## config.mk

```make
export PLATFORM = sky130hd
export DESIGN_NAME = chirp_packet_airtime_core
export DESIGN_NICKNAME = d
export VERILOG_FILES = /design/src/hdl/cpa_pkg.sv /design/src/hdl/cpa_div_cell.sv /design/src/hdl/chirp_packet_airtime_core.sv
export SDC_FILE = /design/constraint.sdc
export NUM_CORES = 2
export LEC_CHECK = 0
export BUFFER_PORTS_ARGS = -buffer_cell sky130_fd_sc_hd__clkbuf_2
export CAP_MARGIN = 20
export CORE_MARGIN = 5
export CORE_UTILIZATION = 45
export CTS_BUF_LIST = sky130_fd_sc_hd__clkbuf_4 sky130_fd_sc_hd__clkbuf_8 sky130_fd_sc_hd__clkbuf_16
export CTS_CLUSTER_SIZE = 16
export DETAILED_ROUTE_END_ITERATION = 7
export PLACE_DENSITY = 0.57
export SLEW_MARGIN = 20
export SYNTH_ARGS = -nofsm -noshare
export SYNTH_HDL_FRONTEND = slang
export SYNTH_SLANG_ARGS = --single-unit
```

## constraint.sdc

```tcl
create_clock -name clk_i -period 101.1 [get_ports clk_i]
set_clock_uncertainty 0.2 [all_clocks]
set_input_delay 15.165 -clock clk_i [delete_from_list [all_inputs] [get_ports clk_i]]
set_output_delay 15.165 -clock clk_i [all_outputs]
set_load 0.01 [all_outputs]
```

## src/hdl/cpa_pkg.sv

```systemverilog
package cpa_pkg;

  localparam int unsigned AIRTIME_W   = 28;
  localparam int unsigned BW_W        = 19;
  localparam int unsigned SYM_W       = 14;
  localparam int unsigned PROD_W      = 34;
  localparam int unsigned SHIFT_W     = 49;
  localparam int unsigned QUOT1_W     = 10;
  localparam int unsigned DIV1_W      = 4;
  localparam logic [AIRTIME_W-1:0] AIRTIME_MAX = {AIRTIME_W{1'b1}};
  localparam logic [19:0] US_PER_S = 20'd1000000;
  localparam logic [10:0] FIXED_Q   = 11'd11;  // (28 + 16) / 4
  localparam logic [10:0] HEADER_Q  = 11'd5;   // 20 / 4

  // Side data that travels with the symbol block division.
  typedef struct packed {
    logic [3:0]      cr;
    logic            pos;
    logic [3:0]      sf;
    logic [BW_W-1:0] bw;
  } blk_side_t;

endpackage

```

## src/hdl/cpa_div_cell.sv

```systemverilog
module cpa_div_cell
  import cpa_pkg::*;
#(
  parameter int unsigned DW = 4,
  parameter int unsigned NB = 10,
  parameter int unsigned SW = 1
) (
  input  logic          clk_i,
  input  logic          rst_ni,
  input  logic          en_i,
  input  logic          vld_i,
  input  logic [DW-1:0] rem_i,
  input  logic [NB-1:0] nq_i,
  input  logic [DW-1:0] div_i,
  input  logic [SW-1:0] sb_i,
  output logic          vld_o,
  output logic [DW-1:0] rem_o,
  output logic [NB-1:0] nq_o,
  output logic [DW-1:0] div_o,
  output logic [SW-1:0] sb_o
);

  logic [DW:0]   trial;
  logic [DW:0]   diff;
  logic          ge;
  logic [DW-1:0] rem_d;
  logic [NB-1:0] nq_d;

  // One restoring step: bring down the next numerator bit, shift in a quotient bit.
  always_comb begin
    trial = {rem_i, nq_i[NB-1]};
    diff  = trial - {1'b0, div_i};
    ge    = (trial >= {1'b0, div_i});
    rem_d = ge ? diff[DW-1:0] : trial[DW-1:0];
    nq_d  = {nq_i[NB-2:0], ge};
  end

  // Valid flag is control state and is reset.
  always_ff @(posedge clk_i or negedge rst_ni) begin
    if (!rst_ni) begin
      vld_o <= 1'b0;
    end else if (en_i) begin
      vld_o <= vld_i;
    end
  end

  // The word itself moves on without reset.
  always_ff @(posedge clk_i) begin
    if (en_i) begin
      rem_o <= rem_d;
      nq_o  <= nq_d;
      div_o <= div_i;
      sb_o  <= sb_i;
    end
  end

endmodule

```

## src/hdl/chirp_packet_airtime_core.sv

```systemverilog
// The pipeline has 41 register stages from the edge that accepts a word to the edge where its result
// can be taken: 10 + 28 divider cells, symbol, product and output.
// Throughput: one word per cycle; the chains of 10 and 28 divider cells each
// retire one quotient bit per cell while every cell holds a different word.
// The pipeline only holds while a result waits at a stalled output.
// Reset clears all valid flags asynchronously; payload registers are not reset.
module chirp_packet_airtime_core
  import cpa_pkg::*;
(
  input  logic                 clk_i,
  input  logic                 rst_ni,
  input  logic                 in_valid_i,
  output logic                 in_stall_o,
  input  logic [7:0]           payload_length_i,
  input  logic [3:0]           spread_factor_i,
  input  logic                 header_explicit_i,
  input  logic                 low_rate_opt_i,
  input  logic [3:0]           rate_multiplier_i,
  input  logic [BW_W-1:0]      bandwidth_hz_i,
  output logic                 out_valid_o,
  input  logic                 out_stall_i,
  output logic [AIRTIME_W-1:0] airtime_us_o
);

  localparam int unsigned SB1_W = $bits(blk_side_t);

  logic adv;
  assign adv        = !(out_valid_o && out_stall_i);
  assign in_stall_o = !adv;

  // Front end: everything is a multiple of four, so work on n/4 and d/4.
  logic signed [10:0] n_q4;
  logic signed [5:0]  d_q4;
  logic        [10:0] m_abs;
  logic        [DIV1_W-1:0] e_abs;
  logic        [QUOT1_W-1:0] m_dec;
  blk_side_t          side0;

  always_comb begin
    n_q4 = $signed({2'b00, payload_length_i, 1'b0}) - $signed({7'd0, spread_factor_i})
           + $signed(FIXED_Q) - (header_explicit_i ? 11'sd0 : $signed(HEADER_Q));
    d_q4 = $signed({2'b00, spread_factor_i}) - $signed({4'd0, low_rate_opt_i, 1'b0});
    m_abs = d_q4[5] ? 11'(-n_q4) : 11'(n_q4);
    e_abs = d_q4[5] ? DIV1_W'(-d_q4) : d_q4[DIV1_W-1:0];
    m_dec = QUOT1_W'(m_abs - 11'd1);
    side0.cr  = rate_multiplier_i;
    side0.pos = !m_abs[10] && (m_abs != 11'd0) && (e_abs != '0);
    side0.sf  = spread_factor_i;
    side0.bw  = bandwidth_hz_i;
  end

  // First chain: floor((m-1)/e), one bit per cell.
  logic [QUOT1_W:0]             c1_vld;
  logic [DIV1_W-1:0]            c1_rem [QUOT1_W+1];
  logic [QUOT1_W-1:0]           c1_nq  [QUOT1_W+1];
  logic [DIV1_W-1:0]            c1_div [QUOT1_W+1];
  logic [SB1_W-1:0]             c1_sb  [QUOT1_W+1];

  assign c1_vld[0] = in_valid_i;
  assign c1_rem[0] = '0;
  assign c1_nq[0]  = m_dec;
  assign c1_div[0] = e_abs;
  assign c1_sb[0]  = side0;

  for (genvar i = 0; i < QUOT1_W; i++) begin : g_blk
    cpa_div_cell #(.DW(DIV1_W), .NB(QUOT1_W), .SW(SB1_W)) u_cell (
      .clk_i, .rst_ni, .en_i(adv),
      .vld_i(c1_vld[i]), .rem_i(c1_rem[i]), .nq_i(c1_nq[i]),
      .div_i(c1_div[i]), .sb_i(c1_sb[i]),
      .vld_o(c1_vld[i+1]), .rem_o(c1_rem[i+1]), .nq_o(c1_nq[i+1]),
      .div_o(c1_div[i+1]), .sb_o(c1_sb[i+1])
    );
  end

  // Symbol count.
  blk_side_t         side1;
  logic [SYM_W-1:0]  blocks;
  logic              sym_vld_q;
  logic [SYM_W-1:0]  sym_q;
  logic [3:0]        sym_sf_q;
  logic [BW_W-1:0]   sym_bw_q;
  logic              prod_vld_q;

  always_comb begin
    side1  = blk_side_t'(c1_sb[QUOT1_W]);
    blocks = (SYM_W'(c1_nq[QUOT1_W]) + SYM_W'(1)) * SYM_W'(side1.cr);
  end

  always_ff @(posedge clk_i or negedge rst_ni) begin
    if (!rst_ni) begin
      sym_vld_q  <= 1'b0;
      prod_vld_q <= 1'b0;
    end else if (adv) begin
      sym_vld_q  <= c1_vld[QUOT1_W];
      prod_vld_q <= sym_vld_q;
    end
  end

  // Scale by one million.
  logic [PROD_W-1:0] prod_q;
  logic [3:0]        prod_sf_q;
  logic [BW_W-1:0]   prod_bw_q;

  always_ff @(posedge clk_i) begin
    if (adv) begin
      sym_q     <= side1.pos ? (blocks + SYM_W'(8)) : SYM_W'(8);
      sym_sf_q  <= side1.sf;
      sym_bw_q  <= side1.bw;
      prod_q    <= PROD_W'(sym_q) * PROD_W'(US_PER_S);
      prod_sf_q <= sym_sf_q;
      prod_bw_q <= sym_bw_q;
    end
  end

  // Chips per symbol shift and overflow check against the bandwidth.
  logic [SHIFT_W-1:0] num;
  logic               sat;

  always_comb begin
    num = SHIFT_W'(prod_q) << prod_sf_q;
    sat = num[SHIFT_W-1:AIRTIME_W] >= (SHIFT_W-AIRTIME_W)'(prod_bw_q);
  end

  // Second chain: 28 quotient bits of num / bandwidth.
  logic [AIRTIME_W:0]      c2_vld;
  logic [BW_W-1:0]         c2_rem [AIRTIME_W+1];
  logic [AIRTIME_W-1:0]    c2_nq  [AIRTIME_W+1];
  logic [BW_W-1:0]         c2_div [AIRTIME_W+1];
  logic [0:0]              c2_sb  [AIRTIME_W+1];

  assign c2_vld[0] = prod_vld_q;
  assign c2_rem[0] = num[AIRTIME_W +: BW_W];
  assign c2_nq[0]  = num[AIRTIME_W-1:0];
  assign c2_div[0] = prod_bw_q;
  assign c2_sb[0]  = sat;

  for (genvar j = 0; j < AIRTIME_W; j++) begin : g_bw
    cpa_div_cell #(.DW(BW_W), .NB(AIRTIME_W), .SW(1)) u_cell (
      .clk_i, .rst_ni, .en_i(adv),
      .vld_i(c2_vld[j]), .rem_i(c2_rem[j]), .nq_i(c2_nq[j]),
      .div_i(c2_div[j]), .sb_i(c2_sb[j]),
      .vld_o(c2_vld[j+1]), .rem_o(c2_rem[j+1]), .nq_o(c2_nq[j+1]),
      .div_o(c2_div[j+1]), .sb_o(c2_sb[j+1])
    );
  end

  // Output register with saturation.
  always_ff @(posedge clk_i or negedge rst_ni) begin
    if (!rst_ni) begin
      out_valid_o <= 1'b0;
    end else if (adv) begin
      out_valid_o <= c2_vld[AIRTIME_W];
    end
  end

  always_ff @(posedge clk_i) begin
    if (adv) begin
      airtime_us_o <= c2_sb[AIRTIME_W][0] ? AIRTIME_MAX : c2_nq[AIRTIME_W];
    end
  end

endmodule

```

### Yosys cells after proc, flatten, opt, wreduce, memory -nomap -nowiden

Index checks and enable logic that the tools add are counted.

| operators by class | value |
|---|---|
| div/mod/pow operators | 0 |
| multiply operators | 2 |
| $add $sub $neg | 45 |
| bitwise gates (word level) | 0 |
| shift-type cells | 1 |
| reductions and logical operators | 6 |
| muxes and demuxes | 39 |
| equal/unequal tests | 0 |
| $lt $le $gt $ge | 39 |

Operators with widths:

| kind | number |
|---|---|
| 20-bit by 19-bit >= comparator with 1-bit output | 28 |
| 19-bit two-way mux | 27 |
| 19-bit subtractor | 27 |
| 34-bit by 4-bit left shift with 49-bit output | 1 |
| 5-bit by 4-bit >= comparator with 1-bit output | 9 |
| 4-bit two-way mux | 9 |
| 4-bit subtractor | 8 |
| 14-bit by 14-bit multiplier with 28-bit output, second input constant | 1 |
| 21-bit by 19-bit >= comparator with 1-bit output | 1 |
| 14-bit by 4-bit adder with 14-bit output, second input constant | 1 |
| 11-bit by 4-bit multiplier with 14-bit output | 1 |
| 10-bit by 1-bit adder with 11-bit output, second input constant | 1 |
| 10-bit by 5-bit adder with 11-bit output, second input constant | 1 |
| 11-bit two-way mux | 1 |
| 11-bit negator | 1 |
| 11-bit nonzero test | 1 |
| 11-bit by 4-bit subtractor with 11-bit output | 1 |
| 10-bit by 1-bit subtractor with 10-bit output, second input constant | 1 |
| 9-bit by 4-bit subtractor with 10-bit output | 1 |
| 4-bit by 2-bit subtractor with 5-bit output | 1 |
| 1-bit by 4-bit >= comparator with 1-bit output | 1 |
| 4-bit negator | 1 |
| 4-bit nonzero test | 1 |
| 1-bit by 4-bit subtractor with 4-bit output | 1 |
| other kinds (4) | 6 |

| storage, ports and cells | value |
|---|---|
| latch bits | 0 |
| RAM bits | 0 |
| input port bits | 41 |
| output and inout port bits | 30 |
| memories kept | 0 |
| register bits | 2447 |
| word-level logic and storage cells | 329 |
| bits in read-only memories | 0 |

### Longest topological paths before layout

| depth | value |
|---|---|
| depth in word-level cells | 8 |
| gate-level depth with buffers | 23 |
| depth with buffers taken out | 23 |

### Cells and area by module

A second synthesis with hierarchy kept.

| second synthesis, totals | value |
|---|---|
| cell total of the unflattened synthesis | 9320 |
| area total of the unflattened synthesis | 122857.8 um^2 |

By module, submodules not included:

| module | sequential area each (um^2) | cells each | instances | area an instance (um^2) |
|---|---|---|---|---|
| cpa_div_cell (g_bw[0].u_cell ...) | 2037.0 | 258 | 20 | 3301.9 |
| cpa_div_cell (g_bw[15].u_cell ...) | 2037.0 | 290 | 7 | 3632.2 |
| cpa_div_cell (g_blk[0].u_cell ...) | 1406.3 | 76 | 10 | 1641.6 |
| chirp_packet_airtime_core | 3558.4 | 1101 | 1 | 11431.0 |
| cpa_div_cell (g_bw[14].u_cell) | 2037.0 | 269 | 1 | 3547.2 |

### Worst setup path before layout

OpenSTA, ideal clock, no wires.

| path | value |
|---|---|
| path type | input -> output |
| start point | input out_stall_i |
| end point | output in_stall_o |
| stages | 3 |
| arrival | 81776 ps |
| slack | 3959 ps |
| data required time | 85735 ps |
| buffers on the path | 1 |
| cells stage by stage | nand2_1 clkbuf_1 inv_1 |

| between the ends | value |
|---|---|
| longest elaborated chain between the ends | 1 |

Ends and longest elaborated chain:

| element | line | source |
|---|---|---|
| from (decl) | chirp_packet_airtime_core.sv:21 | `input logic out_stall_i,` |
| 1-bit logical AND | chirp_packet_airtime_core.sv:28 | `assign adv = !(out_valid_o && out_stall_i);` |
| to (decl) | chirp_packet_airtime_core.sv:13 | `output logic in_stall_o,` |

No other way between the ends.

### Worst setup path after layout

Ends and elaborated chain as after synthesis.

==> key figures <==
Floorplan
  – Core area: ~240,000 µm²
  – Starting Density: 45.2%
  – Num ports: roughly 70
  – Die Y: slightly above 500 µm
  – Row cnt: between 150 and 200
  – Die width: just over 500 µm
  – Area of the die: 254,000 µm²

Worst hold path
  – Worst min-delay path class: reg -> reg

Layout
  – Fin nets: just over 9,000
  – Fillers: between 20,000 and 25,000
  – Layout Area Growth over Synthesis: 11.6%
  – Layout cells sized above 1: approximately 12%

Clock network
  – Buffer depth of the longest clock path: 3
  – Clk_lat worst skew: around 850 ps
  – CTS H-tree depth: 4
  – Worst-path clk slew: approximately 60 ps
  – Post-CTS Setup Bufs: 0
  – Root buffer cell: clkbuf_16
  – CTS buffer count: around 240
  – CTS Sinks: 2,291
  – CTS tree: built
  – CTS resizes: 0
  – Post-cts hold buffer count: 0

Setup path
  – Crit start category: input port
  – Worst Path Required: between 80,000 and 90,000 ps
  – Reg-to-reg setup timing slack: 93,570 ps
  – FF-to-FF Start: out_valid_o
  – R2R depth: 8
  – Worst setup startpoint: out_stall_i
  – CP Capture Type: primary output
  – Crit Path Class: in -> out
  – WP data arrival: 16,010 ps
  – Critical Path Sink: in_stall_o
  – Reg2reg end: g_bw[0].u_cell.rem_o[12]
  – Crit-path max FO: just over 50

GRT
  – First-pass GRT wire length: 321,000 µm
  – Vias in the first global route: between 60,000 and 70,000
  – GRT overflow: 0
  – GRT Total Usage: approximately 15%
  – Largest net degree at the start of global routing: between 150 and 200
  – Initial antenna violation count: 3

Route
  – Via count: roughly 62,000
  – DR WL/cell: roughly 17 µm
  – Drt drc: 0
  – Drt initial violations: 4,311
  – DRT Wirelength: between 150,000 and 200,000 µm
  – Drt pass-1 iters: 6
  – Vias per inst: 5.24
  – Antenna Violating Nets Remaining: 0

Yosys
  – Post-synth ARST share: about 1.8%
  – Mapped Cells: 8,131
  – Top cell types by occurrence after synthesis: edfxtp_1, inv_1, ha_1
  – Mapped Nets: approximately 9,000
  – Sequential fraction of the synthesis area: 62.5%
  – Top-area cell type share of the netlist area: between 60% and 70%
  – Post-synth EDFFs: about 2,300
  – Synth area leaders: edfxtp_1, ha_1, mux2_2
  – Post-synthesis area per instance: approximately 13 µm²
  – Synth area leader: edfxtp_1
  – Count leader, synth: edfxtp_1
  – Cell Area, Synth: approximately 110,000 µm²
  – Synth warnings: 0
  – Synthesis-stage register bit count: roughly 2,300
  – Distinct cell type count after synthesis: about 100
  – Post-synth top flop: edfxtp_1

Place
  – Final HPWL DP: 138,000 µm
  – Gpl congestion: 0.859
  – I/O Buffers: 70

STA
  – Final Cycle Share: 31.0%
  – Fmax: between 0.03 and 0.04 GHz
  – Finish-stage setup viols: 0
  – Max Slew Vio Count: 0
  – Worst slew margin: between 20% and 30%
  – Worst slew pin tran: 1060 ps
  – Unrepaired setup endpoints after global routing: no
  – Tmin final: 31,370 ps
  – Hold Fails Final Rpt: 0
  – Fin Setup TNS: 0 ps

Flow run
  – Max-cap violations: 0

Status
  – Status: completed
==> critical path, stage by stage <==
cell and delay [ps]:
clkbuf_2 100, nand2_4 480, inv_1 90, clkbuf_2 150
==> final cells by class <==
class / count / area [µm²] / share of cell area, %
Inverter: 860 / 3230 / 2.63
Clock buffer: 291 / 6370 / 5.20
Multi-Input combinational cell: 4869 / 37600 / 30.7
Clock inverter: 148 / 1890 / 1.54
Timing Repair Buffer: 128 / 847 / 0.691
Tap cell: 3202 / 4010 / 3.27
Antenna cell: 5 / 12.5 / 0.0102
Sequential cell: 2291 / 68600 / 56.0
==> cells in the final DEF, fill, tap and decap left out, types with 21 or more instances in the layout <==
cell type | netlist | routed
a31oi_1 | 43 | 41
fa_1 | 100 | 100
a21oi_1 | 470 | 465
clkinv_2 | 0 | 30
a21boi_0 | 46 | 46
clkbuf_2 | 0 | 69
nor2b_1 | 123 | 123
ha_1 | 733 | 733
nand2_1 | 443 | 442
xnor2_1 | 252 | 252
xor2_1 | 183 | 183
nor3_1 | 141 | 140
a211o_1 | 24 | 24
nand4_1 | 79 | 79
nand2b_1 | 89 | 89
mux2i_1 | 66 | 66
nor2_1 | 408 | 407
dfrtp_1 | 41 | 41
a211oi_1 | 51 | 51
nor4_1 | 30 | 26
o21bai_1 | 35 | 35
o311ai_0 | 21 | 21
inv_1 | 858 | 858
o211ai_1 | 43 | 43
edfxtp_1 | 2250 | 2250
o31ai_1 | 44 | 43
or3_1 | 45 | 45
a21o_1 | 147 | 147
nand3_1 | 108 | 108
o21a_1 | 69 | 69
bufinv_16 | 0 | 37
and3_1 | 29 | 29
mux2_2 | 319 | 319
clkbuf_4 | 0 | 52
or2_2 | 70 | 70
clkinv_1 | 1 | 43
clkbuf_16 | 0 | 239
and2_1 | 33 | 33
buf_4 | 0 | 52
o21ai_0 | 368 | 367
==> worst min-delay path by stage <==
stage	startpoint	end	slack, ps	depth (start not counted)
floorplan	g_blk[0].u_cell.nq_o[0]	g_blk[1].u_cell.nq_o[1]	200	0
global placement	g_bw[1].u_cell.nq_o[18]	g_bw[2].u_cell.nq_o[19]	200	0
detailed placement	g_blk[0].u_cell.nq_o[0]	g_blk[1].u_cell.nq_o[1]	200	0
CTS	g_bw[24].u_cell.nq_o[19]	g_bw[25].u_cell.nq_o[20]	200	0
global route	g_bw[24].u_cell.nq_o[19]	g_bw[25].u_cell.nq_o[20]	210	0
finish	g_blk[8].u_cell.nq_o[8]	g_blk[9].u_cell.nq_o[9]	210	0
==> sequential cells by signal, summed over array words and instances, names as in the netlist, 27 cells and up <==
name,cells
g_blk.u_cell.rem_o,36
g_blk.u_cell.div_o,27
g_bw.u_cell.div_o,513
prod_q,28
g_bw.u_cell.nq_o,637
g_bw.u_cell.sb_o,28
g_bw.u_cell.vld_o,28
g_blk.u_cell.nq_o,100
g_bw.u_cell.rem_o,513
airtime_us_o,28
g_blk.u_cell.sb_o,280
==> metrics by stage <==
step / util [%] / cell area (µm²) / hold WS, ps / worst slack, ps / std cells
finish: 50.4 / 123000 / 205 / 69730 / 11800
global route: 50.4 / 123000 / 210 / 69620 / 11800
CTS: 50.4 / 122000 / 195 / 69680 / 11800
detailed placement: 47.0 / 114000 / 205 / 69680 / 11300
global placement: 47.0 / 114000 / 201 / 69650 / 11300
floorplan: - / 110000 / 200 / 3960 / 8131
==> routing by layer <==
layer	vias to the layer above	track usage, %	wire [µm]
met5	-	0	0
met2	985	24.5	90800
li1	30600	-	-
met4	0	3.55	3940
met1	30000	21.5	93300
met3	294	2.49	7800
==> cell families (layout without fill, tap and decap cells) <==
family | Yosys count | in the layout | share of synthesized area (%)
xor+xnor | 438 | 438 | 3.52
simple gates | 1673 | 1673 | 7.47
flops | 2291 | 2291 | 62.5
fa+ha+maj | 833 | 833 | 10.2
mux | 404 | 404 | 4.25
compound gates | 1521 | 1521 | 8.73
buf+inv | 971 | 1427 | 3.37
other cells | 0 | 5 | 0
Power is left out: the tool's default activity adds up to more than one toggle a clock period on the data nets, which glitch-free logic cannot reach.
